`src/rtl/rpfp_pkg.sv`:
```
`timescale 1ns / 1ps

package rpfp_pkg;

   // Request types.
   localparam logic [1:0] REQ_ADVANCE   = 2'd0;
   localparam logic [1:0] REQ_FOCUS     = 2'd1;
   localparam logic [1:0] REQ_TERMINATE = 2'd2;

   // Event kinds carried on the result channel.
   localparam logic [2:0] KIND_RETRACE    = 3'd0;
   localparam logic [2:0] KIND_LOST       = 3'd1;
   localparam logic [2:0] KIND_GAINED     = 3'd2;
   localparam logic [2:0] KIND_TERM_REQ   = 3'd3;
   localparam logic [2:0] KIND_TERMINATED = 3'd4;
   localparam logic [2:0] KIND_CLOSE      = 3'd5;

   // Closing status codes.
   localparam logic [1:0] STATUS_OK       = 2'd0;
   localparam logic [1:0] STATUS_REVERSED = 2'd1;
   localparam logic [1:0] STATUS_FULL     = 2'd2;
   localparam logic [1:0] STATUS_OVERFLOW = 2'd3;

   localparam int unsigned DEFAULT_EVENT_BUDGET = 32;

   localparam int unsigned TIME_W  = 64;
   localparam int unsigned COUNT_W = 6;
   // The offset of deadline 64, the furthest ever computed, is just under 2^30.
   localparam int unsigned OFFSET_W = 31;
   localparam int unsigned REM_W    = 6;

   localparam logic [63:0] NS_PER_S  = 64'd1_000_000_000;
   localparam logic [63:0] VI_RATE   = 64'd60;
   localparam logic [63:0] FRAME_NS  = NS_PER_S / VI_RATE;
   localparam logic [63:0] FRAME_REM = NS_PER_S % VI_RATE;

   typedef struct packed {
      logic       latch_req;
      logic       take_time;
      logic       set_status;
      logic [1:0] status_code;
      logic       apply_focus;
      logic       set_terminating;
      logic       set_terminated;
      logic       push;
      logic [2:0] push_kind;
      logic       reanchor;
      logic       load_deadline;
   } cmd_type;

   typedef struct packed {
      logic [1:0] req_type;
      logic       want;
      logic       reversed;
      logic       pacing;
      logic       active;
      logic       focus_differs;
      logic       budget_left;
      logic       due;
      logic       slot_free;
      logic       sum_carry;
   } sts_type;

endpackage

```
`src/rtl/rpfp_ctrl.sv`:
```
`timescale 1ns / 1ps

module rpfp_ctrl import rpfp_pkg::*; (
   input  logic    clock,
   input  logic    reset,
   input  logic    req_valid,
   output logic    req_ready,
   input  sts_type sts,
   output cmd_type cmd
);

   typedef enum logic [8:0] {
      ST_IDLE      = 9'b000000001,
      ST_DECIDE    = 9'b000000010,
      ST_LOOP      = 9'b000000100,
      ST_RETRACE   = 9'b000001000,
      ST_DEADLINE  = 9'b000010000,
      ST_FOCUS_EV  = 9'b000100000,
      ST_TERM_REQ  = 9'b001000000,
      ST_TERM_DONE = 9'b010000000,
      ST_CLOSE     = 9'b100000000
   } state_type;

   state_type state_ff;
   state_type state_in;

   assign req_ready = (state_ff == ST_IDLE);

   always_comb begin
      state_in = state_ff;
      cmd      = '0;
      case (state_ff)
         ST_IDLE: begin
            if (req_valid) begin
               cmd.latch_req = 1'b1;
               state_in      = ST_DECIDE;
            end
         end
         ST_DECIDE: begin
            if (sts.req_type != REQ_ADVANCE && sts.req_type != REQ_FOCUS &&
                sts.req_type != REQ_TERMINATE) begin
               state_in = ST_CLOSE;
            end else if (sts.reversed) begin
               cmd.set_status  = 1'b1;
               cmd.status_code = STATUS_REVERSED;
               state_in        = ST_CLOSE;
            end else begin
               cmd.take_time = 1'b1;
               state_in      = ST_CLOSE;
               case (sts.req_type)
                  REQ_ADVANCE: begin
                     if (sts.pacing) begin
                        state_in = ST_LOOP;
                     end
                  end
                  REQ_FOCUS: begin
                     if (sts.active && sts.focus_differs) begin
                        cmd.apply_focus = 1'b1;
                        if (sts.budget_left) begin
                           state_in = ST_FOCUS_EV;
                        end else begin
                           cmd.set_status  = 1'b1;
                           cmd.status_code = STATUS_FULL;
                        end
                     end
                  end
                  REQ_TERMINATE: begin
                     if (sts.active) begin
                        cmd.set_terminating = 1'b1;
                        if (sts.budget_left) begin
                           state_in = ST_TERM_REQ;
                        end else begin
                           cmd.set_status  = 1'b1;
                           cmd.status_code = STATUS_FULL;
                        end
                     end
                  end
                  default: state_in = ST_CLOSE;
               endcase
            end
         end
         ST_LOOP: begin
            if (!sts.due) begin
               state_in = ST_CLOSE;
            end else if (!sts.budget_left) begin
               cmd.set_status  = 1'b1;
               cmd.status_code = STATUS_FULL;
               state_in        = ST_CLOSE;
            end else begin
               state_in = ST_RETRACE;
            end
         end
         ST_RETRACE: begin
            if (sts.slot_free) begin
               cmd.push      = 1'b1;
               cmd.push_kind = KIND_RETRACE;
               state_in      = ST_DEADLINE;
            end
         end
         ST_DEADLINE: begin
            cmd.load_deadline = 1'b1;
            if (sts.sum_carry) begin
               cmd.set_status  = 1'b1;
               cmd.status_code = STATUS_OVERFLOW;
               state_in        = ST_CLOSE;
            end else if (sts.req_type == REQ_ADVANCE) begin
               state_in = ST_LOOP;
            end else begin
               state_in = ST_CLOSE;
            end
         end
         ST_FOCUS_EV: begin
            if (sts.slot_free) begin
               cmd.push = 1'b1;
               if (sts.want) begin
                  cmd.push_kind = KIND_GAINED;
                  cmd.reanchor  = 1'b1;
                  state_in      = ST_DEADLINE;
               end else begin
                  cmd.push_kind = KIND_LOST;
                  state_in      = ST_CLOSE;
               end
            end
         end
         ST_TERM_REQ: begin
            if (sts.slot_free) begin
               cmd.push           = 1'b1;
               cmd.push_kind      = KIND_TERM_REQ;
               cmd.set_terminated = 1'b1;
               state_in           = ST_TERM_DONE;
            end
         end
         ST_TERM_DONE: begin
            if (!sts.budget_left) begin
               cmd.set_status  = 1'b1;
               cmd.status_code = STATUS_FULL;
               state_in        = ST_CLOSE;
            end else if (sts.slot_free) begin
               cmd.push      = 1'b1;
               cmd.push_kind = KIND_TERMINATED;
               state_in      = ST_CLOSE;
            end
         end
         ST_CLOSE: begin
            if (sts.slot_free) begin
               cmd.push      = 1'b1;
               cmd.push_kind = KIND_CLOSE;
               state_in      = ST_IDLE;
            end
         end
         default: state_in = ST_IDLE;
      endcase
   end

   always_ff @(posedge clock) begin
      if (reset) begin
         state_ff <= ST_IDLE;
      end else begin
         state_ff <= state_in;
      end
   end

endmodule

```
`src/rtl/rpfp_datapath.sv`:
```
`timescale 1ns / 1ps

module rpfp_datapath import rpfp_pkg::*; #(
   parameter int unsigned EVENT_BUDGET = DEFAULT_EVENT_BUDGET
) (
   input  logic                clock,
   input  logic                reset,
   input  logic [1:0]          req_type,
   input  logic [TIME_W-1:0]   req_now_time,
   input  logic                req_focus_value,
   input  cmd_type             cmd,
   output sts_type             sts,
   output logic                rsp_valid,
   input  logic                rsp_ready,
   output logic [2:0]          rsp_event_kind,
   output logic [TIME_W-1:0]   rsp_event_time,
   output logic                rsp_has_frame,
   output logic [COUNT_W-1:0]  rsp_frame_number,
   output logic [1:0]          rsp_status,
   output logic                rsp_last
);

   localparam logic [COUNT_W-1:0]  BUDGET      = COUNT_W'(EVENT_BUDGET);
   localparam logic [OFFSET_W-1:0] PERIOD      = OFFSET_W'(FRAME_NS);
   localparam logic [REM_W:0]      PERIOD_REM  = (REM_W + 1)'(FRAME_REM);
   localparam logic [REM_W:0]      RATE        = (REM_W + 1)'(VI_RATE);

   // Latched request.
   logic [1:0]          type_ff;
   logic [TIME_W-1:0]   now_ff;
   logic                want_ff;
   logic [1:0]          status_ff;
   logic [1:0]          status_in;

   // Pacer state.
   logic [TIME_W-1:0]   current_ff, current_in;
   logic [TIME_W-1:0]   anchor_ff, anchor_in;
   logic [TIME_W-1:0]   deadline_ff, deadline_in;
   logic [OFFSET_W-1:0] offset_ff, offset_in;
   logic [REM_W-1:0]    rem_ff, rem_in;
   logic [COUNT_W-1:0]  frame_ff, frame_in;
   logic [COUNT_W-1:0]  events_ff, events_in;
   logic                focused_ff, focused_in;
   logic                terminating_ff, terminating_in;
   logic                terminated_ff, terminated_in;

   // Output word.
   logic                out_valid_ff, out_valid_in;
   logic [2:0]          out_kind_ff;
   logic [TIME_W-1:0]   out_time_ff;
   logic                out_has_frame_ff;
   logic [COUNT_W-1:0]  out_frame_ff;
   logic [1:0]          out_status_ff;
   logic                out_last_ff;

   logic [TIME_W:0]     deadline_sum;
   logic [REM_W:0]      rem_sum;
   logic                rem_wrap;
   logic                is_retrace;
   logic                is_close;

   assign deadline_sum = {1'b0, anchor_ff} + (TIME_W + 1)'(offset_ff);
   // The fractional part of 1e9/60 is carried in sixtieths, so every offset
   // is the exact floor of n * 1e9 / 60.
   assign rem_sum  = {1'b0, rem_ff} + PERIOD_REM;
   assign rem_wrap = (rem_sum >= RATE);

   assign is_retrace = cmd.push && (cmd.push_kind == KIND_RETRACE);
   assign is_close   = cmd.push && (cmd.push_kind == KIND_CLOSE);

   always_comb begin
      sts.req_type      = type_ff;
      sts.want          = want_ff;
      sts.reversed      = (now_ff < current_ff);
      sts.active        = !terminating_ff && !terminated_ff;
      sts.pacing        = focused_ff && !terminating_ff && !terminated_ff;
      sts.focus_differs = (focused_ff != want_ff);
      sts.budget_left   = (events_ff < BUDGET);
      sts.due           = (deadline_ff <= current_ff);
      sts.slot_free     = !out_valid_ff || rsp_ready;
      sts.sum_carry     = deadline_sum[TIME_W];
   end

   always_comb begin
      status_in      = status_ff;
      current_in     = current_ff;
      anchor_in      = anchor_ff;
      deadline_in    = deadline_ff;
      offset_in      = offset_ff;
      rem_in         = rem_ff;
      frame_in       = frame_ff;
      events_in      = events_ff;
      focused_in     = focused_ff;
      terminating_in = terminating_ff;
      terminated_in  = terminated_ff;
      out_valid_in   = out_valid_ff && !rsp_ready;

      if (cmd.latch_req) begin
         status_in = STATUS_OK;
      end else if (cmd.set_status) begin
         status_in = cmd.status_code;
      end
      if (cmd.take_time) begin
         current_in = now_ff;
      end
      if (cmd.apply_focus) begin
         focused_in = want_ff;
      end
      if (cmd.set_terminating) begin
         terminating_in = 1'b1;
      end
      if (cmd.set_terminated) begin
         terminated_in = 1'b1;
      end
      if (cmd.push) begin
         out_valid_in = 1'b1;
         if (!is_close) begin
            events_in = events_ff + COUNT_W'(1);
         end
      end
      if (is_retrace) begin
         frame_in  = frame_ff + COUNT_W'(1);
         offset_in = offset_ff + PERIOD + OFFSET_W'(rem_wrap);
         rem_in    = rem_wrap ? REM_W'(rem_sum - RATE) : rem_sum[REM_W-1:0];
      end
      if (cmd.reanchor) begin
         anchor_in = now_ff;
         offset_in = PERIOD;
         rem_in    = PERIOD_REM[REM_W-1:0];
      end
      if (cmd.load_deadline) begin
         deadline_in = deadline_sum[TIME_W] ? {TIME_W{1'b1}} : deadline_sum[TIME_W-1:0];
      end
   end

   always_ff @(posedge clock) begin
      if (reset) begin
         status_ff      <= STATUS_OK;
         current_ff     <= '0;
         anchor_ff      <= '0;
         deadline_ff    <= TIME_W'(FRAME_NS);
         offset_ff      <= PERIOD;
         rem_ff         <= PERIOD_REM[REM_W-1:0];
         frame_ff       <= '0;
         events_ff      <= '0;
         focused_ff     <= 1'b1;
         terminating_ff <= 1'b0;
         terminated_ff  <= 1'b0;
         out_valid_ff   <= 1'b0;
      end else begin
         status_ff      <= status_in;
         current_ff     <= current_in;
         anchor_ff      <= anchor_in;
         deadline_ff    <= deadline_in;
         offset_ff      <= offset_in;
         rem_ff         <= rem_in;
         frame_ff       <= frame_in;
         events_ff      <= events_in;
         focused_ff     <= focused_in;
         terminating_ff <= terminating_in;
         terminated_ff  <= terminated_in;
         out_valid_ff   <= out_valid_in;
      end
   end

   always_ff @(posedge clock) begin
      if (cmd.latch_req) begin
         type_ff <= req_type;
         now_ff  <= req_now_time;
         want_ff <= req_focus_value;
      end
      if (cmd.push) begin
         out_kind_ff      <= cmd.push_kind;
         out_time_ff      <= is_retrace ? deadline_ff : now_ff;
         out_has_frame_ff <= is_retrace;
         out_frame_ff     <= is_retrace ? frame_ff : '0;
         out_status_ff    <= is_close ? status_ff : STATUS_OK;
         out_last_ff      <= is_close;
      end
   end

   assign rsp_valid        = out_valid_ff;
   assign rsp_event_kind   = out_kind_ff;
   assign rsp_event_time   = out_time_ff;
   assign rsp_has_frame    = out_has_frame_ff;
   assign rsp_frame_number = out_frame_ff;
   assign rsp_status       = out_status_ff;
   assign rsp_last         = out_last_ff;

endmodule

```
`src/rtl/retrace_pacer_with_focus_pause_top.sv`:
```
`timescale 1ns / 1ps

// Retrace pacer with focus pause.
// Requests arrive on the req_ channel (valid/ready): advance time, set focus
// or request termination, each with a nanosecond timestamp. Every request
// produces zero or more event words on the rsp_ channel followed by one
// closing word with rsp_last high and the request's status.
// One request is handled at a time; req_ready is high only while the
// controller is idle. A request with no events goes from the decide step
// straight to its closing word, through a deadline check first for an
// advance that is pacing. Each retrace steps through the deadline compare,
// the emit and the next deadline add, and each focus or termination event
// through its own push states; the next request is accepted only once the
// closing word has been loaded, with the sequencer stepping through the
// 64-bit deadline adder and compare.
// The result word sits in an output register; if rsp_ready is held low the
// sequencer waits before its next push with that word on the port, and the next word is
// loaded in the cycle the current one is taken.
// Reset returns the pacer to focused, running, time zero, with the first
// deadline at 16666666 ns and an empty event budget count.

module retrace_pacer_with_focus_pause_top import rpfp_pkg::*; #(
   parameter int unsigned EVENT_BUDGET = DEFAULT_EVENT_BUDGET
) (
   input  logic               clock,
   input  logic               reset,
   input  logic               req_valid,
   output logic               req_ready,
   input  logic [1:0]         req_type,
   input  logic [TIME_W-1:0]  req_now_time,
   input  logic               req_focus_value,
   output logic               rsp_valid,
   input  logic               rsp_ready,
   output logic [2:0]         rsp_event_kind,
   output logic [TIME_W-1:0]  rsp_event_time,
   output logic               rsp_has_frame,
   output logic [COUNT_W-1:0] rsp_frame_number,
   output logic [1:0]         rsp_status,
   output logic               rsp_last
);

   cmd_type cmd;
   sts_type sts;

   rpfp_ctrl u_ctrl (
      .clock     (clock),
      .reset     (reset),
      .req_valid (req_valid),
      .req_ready (req_ready),
      .sts       (sts),
      .cmd       (cmd)
   );

   rpfp_datapath #(
      .EVENT_BUDGET (EVENT_BUDGET)
   ) u_datapath (
      .clock            (clock),
      .reset            (reset),
      .req_type         (req_type),
      .req_now_time     (req_now_time),
      .req_focus_value  (req_focus_value),
      .cmd              (cmd),
      .sts              (sts),
      .rsp_valid        (rsp_valid),
      .rsp_ready        (rsp_ready),
      .rsp_event_kind   (rsp_event_kind),
      .rsp_event_time   (rsp_event_time),
      .rsp_has_frame    (rsp_has_frame),
      .rsp_frame_number (rsp_frame_number),
      .rsp_status       (rsp_status),
      .rsp_last         (rsp_last)
   );

endmodule

```
`config.mk`:
```
export PLATFORM = sky130hd
export DESIGN_NAME = retrace_pacer_with_focus_pause_top
export DESIGN_NICKNAME = d
export VERILOG_FILES = /design/src/rtl/rpfp_pkg.sv /design/src/rtl/rpfp_ctrl.sv /design/src/rtl/rpfp_datapath.sv /design/src/rtl/retrace_pacer_with_focus_pause_top.sv
export SDC_FILE = /design/constraint.sdc
export NUM_CORES = 1
export LEC_CHECK = 0
export ABC_AREA = 1
export BUFFER_PORTS_ARGS = -buffer_cell sky130_fd_sc_hd__buf_2
export CAP_MARGIN = 15
export CORE_UTILIZATION = 45
export CTS_BUF_LIST = sky130_fd_sc_hd__clkbuf_16
export DETAILED_ROUTE_END_ITERATION = 12
export PLACE_DENSITY = 0.62
export SYNTH_ARGS = -nofsm -noshare
export SYNTH_HDL_FRONTEND = slang
export SYNTH_HIERARCHICAL = 1
export SYNTH_SLANG_ARGS = --single-unit
```
`constraint.sdc`:
```
create_clock -name clock -period 6.38 [get_ports clock]
set_input_delay 0 -clock clock [delete_from_list [all_inputs] [get_ports clock]]
set_output_delay 0 -clock clock [all_outputs]
set_load 0.01 [all_outputs]
```
==> reports/summary.json <==
{
  "clock_network": {
    "count_of_hold_buffers_inserted_by_post_cts_repair": 71,
    "clkLatencyLatePin_ns": 0.58,
    "cts_setup_buffers": 0,
    "clk_pin_slew_ns": 0.06,
    "number_of_sinks_driven_by_the_clock_tree": 398,
    "cts_tree": "built",
    "cts_max_path_buffers": 3,
    "cts_root_buf": "sky130_fd_sc_hd__clkbuf_16",
    "cts_resized": 0,
    "htree_levels": 2,
    "number_of_buffers_created_by_cts": 46
  },
  "yosys": {
    "synth_cell_type_count": 56,
    "post_synth_most_frequent_cells": "sky130_fd_sc_hd__nand2_1, sky130_fd_sc_hd__inv_1, sky130_fd_sc_hd__nor2_1",
    "cell_with_the_most_instances_after_synthesis": "sky130_fd_sc_hd__nand2_1",
    "syn_area_per_cell_um2": 7.574,
    "synth-warning-count": 6,
    "mappedNetlistArea_mm2": 0.02253,
    "sequential_fraction_of_the_synthesis_area_pct": 41.77,
    "syn_inst": 2974,
    "synth_largest_area_cell": "sky130_fd_sc_hd__dfxtp_1",
    "synth_edf_count": 144,
    "post_synth_top_flop": "sky130_fd_sc_hd__dfxtp_1",
    "post_synth_top_area_share_pct": 22.57,
    "synth.ff_latch_count": 398,
    "async_reset_ff_share_pct": 0,
    "synthesis.nets": 3215,
    "post_synth_main_area_contributors": "sky130_fd_sc_hd__dfxtp_1, sky130_fd_sc_hd__edfxtp_1, sky130_fd_sc_hd__nand2_1"
  },
  "status": {
    "outcome": "finished clean"
  },
  "global_route": {
    "vias_in_the_first_global_route": 19849,
    "grt_start_max_net_pins": 99,
    "grtUsageTotal_pct": 26.25,
    "grt_pass1_wl_mm": 105.1,
    "total_grt_overflow": 0,
    "antenna_violations_before_repair": 0
  },
  "power": {
    "seq_power_share_pct": 43.6,
    "power_switching_mw": 2.218,
    "internal-power_mw": 4.931,
    "vdd_ir_drop_max_mv": 0.1993,
    "share_clk_of_total_power_pct": 35.8,
    "switching_share_of_power_pct": 31.03,
    "powerDensity_mw_per_mm2": 274.3,
    "static-leakage-power_nw": 11.50,
    "design_power_total_mw": 7.149,
    "pwr-share-comb_pct": 20.6
  },
  "layout": {
    "antenna_cells_inserted": 0,
    "final_layout_size_suffix_gt1_share_pct": 10.33,
    "nets": 3408,
    "final_design_area_no_fill_mm2": 0.02606,
    "fillCellCount": 4714,
    "final_core_util_pct": 53.02,
    "post_synthesis_to_final_layout_area_growth_pct": 15.69
  },
  "timing": {
    "slew_viol_final": 0,
    "grt_setup_unrepaired": "false",
    "fin_hold_viols": 0,
    "setup_tns_ns": 0,
    "portion_of_the_clock_cycle_consumed_by_the_worst_path_in_the_final_layout_pct": 70.05,
    "skew_ns": 0.01874,
    "max_slew_margin_pct": 37.14,
    "timing.fmax_ghz": 0.2238,
    "setup-violations-final": 0,
    "timing.final.crit_period_ns": 4.469,
    "tightestPinTransition_ns": 0.9429
  },
  "worst_setup_path": {
    "reg2reg_depth": 21,
    "cpMaxStageDelayCell": "sky130_fd_sc_hd__buf_4",
    "worst_path_most_repeated_cell": "sky130_fd_sc_hd__nand2_1",
    "critPathRequiredTime_ns": 6.89,
    "crit_end": "u_datapath/current_ff[11]",
    "timing.critical_path.arrival_ns": 4.98,
    "timing.critical_path.to_type": "flop",
    "worst_setup_path_startpoint": "u_datapath/now_ff[1]",
    "worstPathCellList": "ha_1 -> o21ai_0 -> nand2_1 -> nand3_1 -> nand2_1 -> nand2_1 -> nand2_1 -> nand2_1 -> nand2_1 -> nand2_1 -> nand3_1 -> a21oi_1 -> inv_1 -> nand2_1 -> inv_1 -> nand2_1 -> inv_2 -> clkinv_2 -> buf_4 -> o21ai_0 -> a21oi_1",
    "critical-path-max-stage-delay_ns": 0.60,
    "rr_endpoint": "u_datapath/current_ff[11]",
    "r2r_setup_slack_ns": 1.91,
    "criticalPathCategory": "reg2reg",
    "startpoint_type": "flop",
    "critPathMaxFanout": 65,
    "launch_point_of_the_worst_reg_to_reg_path": "u_datapath/now_ff[1]"
  },
  "placement": {
    "gp_congestion": 0.9836,
    "postPlaceCellArea_mm2": 0.02383,
    "dp_hpwl_mm": 48.99,
    "numPortBuffers": 149
  },
  "worst_hold_path": {
    "min_path_type": "in2reg",
    "hold_depth": 2,
    "hp-start": "req_now_time[45]"
  },
  "floorplan": {
    "dieWidth_um": 225.7,
    "start_util_pct": 45.83,
    "design.die.area_mm2": 0.05095,
    "number_of_standard_cell_rows_in_the_floorplan": 81,
    "boundaryPins": 150,
    "design.core.area_mm2": 0.04915,
    "die_h_um": 225.7
  },
  "run": {
    "maxCapViolations": 0
  },
  "detailed_routing": {
    "routedWlPerCell_um": 16.94,
    "dr.pass1.iters": 5,
    "drc": 0,
    "initialDrtViolationCount": 1317,
    "num_vias": 19912,
    "wl_mm": 65.55,
    "detail-route-antenna-nets": 0,
    "via_per_inst": 5.147
  }
}
[routing by layer]
metal | up-vias | part of all wire, % | track usage [%]
met2 | 470 | 47 | 44.96
met3 | 95 | 4.3 | 3.123
met5 | - | 0 | 0
met1 | 9204 | 46 | 34.58
met4 | 0 | 2.2 | 7.593
li1 | 10143 | - | -
[placed cells by master (no fill, tap or decap), drive strengths merged, types with 17 or more instances in the layout]
cell type and n:
inv 386, nand4 41, xor2 19, nor2 307
o21ai 259, a21oi 269, nor3 43, dlygate4sd3 71
ha 169, buf 164, nand2 808, xnor2 18
clkinv 17, edfxtp 144, clkbuf 52, nand3 116
dfxtp 254
[stage by stage]
stage | hold WS, ns | instances | worst slack, ns
floorplan | 0.09887 | 2974 | 1.780
global placement | 0.1770 | 3710 | 2.107
detailed placement | 0.1781 | 3710 | 2.019
CTS | 0.09611 | 3867 | 1.972
global route | 0.1110 | 3869 | 1.594
finish | 0.1280 | 3869 | 1.911
[cell type report]
type	count	area, um^2	area share, %
clock buffer	52	1301	4.994
clock inverter	34	173.9	0.6674
inverter	372	1405	5.392
multi-input combinational	2114	11340	43.53
sequential	398	9409	36.11
tap	664	830.8	3.188
timing repair buffer	235	1594	6.117
[flip-flops by register name, summed over array words and instances, names as in the netlist, 2 cells and up]
| register | flops |
|---|---|
| u_datapath/rsp_status | 2 |
| u_datapath/events_ff | 6 |
| u_datapath/anchor_ff | 64 |
| u_datapath/current_ff | 64 |
| u_datapath/frame_ff | 6 |
| u_datapath/type_ff | 2 |
| u_datapath/rem_ff | 4 |
| u_datapath/deadline_ff | 64 |
| u_ctrl/state_ff | 9 |
| u_datapath/rsp_event_kind | 3 |
| u_datapath/offset_ff | 31 |
| u_datapath/status_ff | 2 |
| u_datapath/now_ff | 64 |
| u_datapath/rsp_frame_number | 6 |
| u_datapath/rsp_event_time | 64 |
[worst max-delay path, delay by kind of cell, from the launching register on]
family | cells | cell delay, ns
buf+inv | 5 | 1.34
simple gates | 11 | 1.19
compound gates | 4 | 0.91
flops | 1 | 0.47
fa+ha+maj | 1 | 0.33
[cell families (layout without fill, tap and decap cells)]
family | count (synthesis) | in the layout | share of synthesized area [%]
compound gates | 559 | 559 | 13.79
xor+xnor | 37 | 37 | 1.439
fa+ha+maj | 170 | 170 | 9.476
buf+inv | 462 | 693 | 8.015
flops | 398 | 398 | 41.77
simple gates | 1348 | 1348 | 25.51
[worst min-delay path by stage]
stage	end	slack, ns
final	u_datapath/now_ff[45]	0.13
after global routing	u_datapath/now_ff[17]	0.11
after CTS	u_datapath/now_ff[59]	0.1
after detailed placement	u_datapath/now_ff[30]	0.18
after global placement	u_datapath/now_ff[36]	0.18
after floorplan	u_datapath/now_ff[0]	0.1
[power by group through the flow]
| stage | clock (mW) | combinational, mW | sequential [mW] |
|---|---|---|---|
| 2_1_floorplan | 0 | 0.974 | 3.12 |
| 3_3_place_gp | 0 | 1.39 | 3.16 |
| 3_5_place_dp | 0 | 1.42 | 3.17 |
| 4_1_cts | 2.62 | 1.47 | 3.12 |
| 5_1_grt | 2.72 | 1.68 | 3.14 |
| 6_report | 2.56 | 1.47 | 3.12 |
Power figures use the tool's default switching activity.
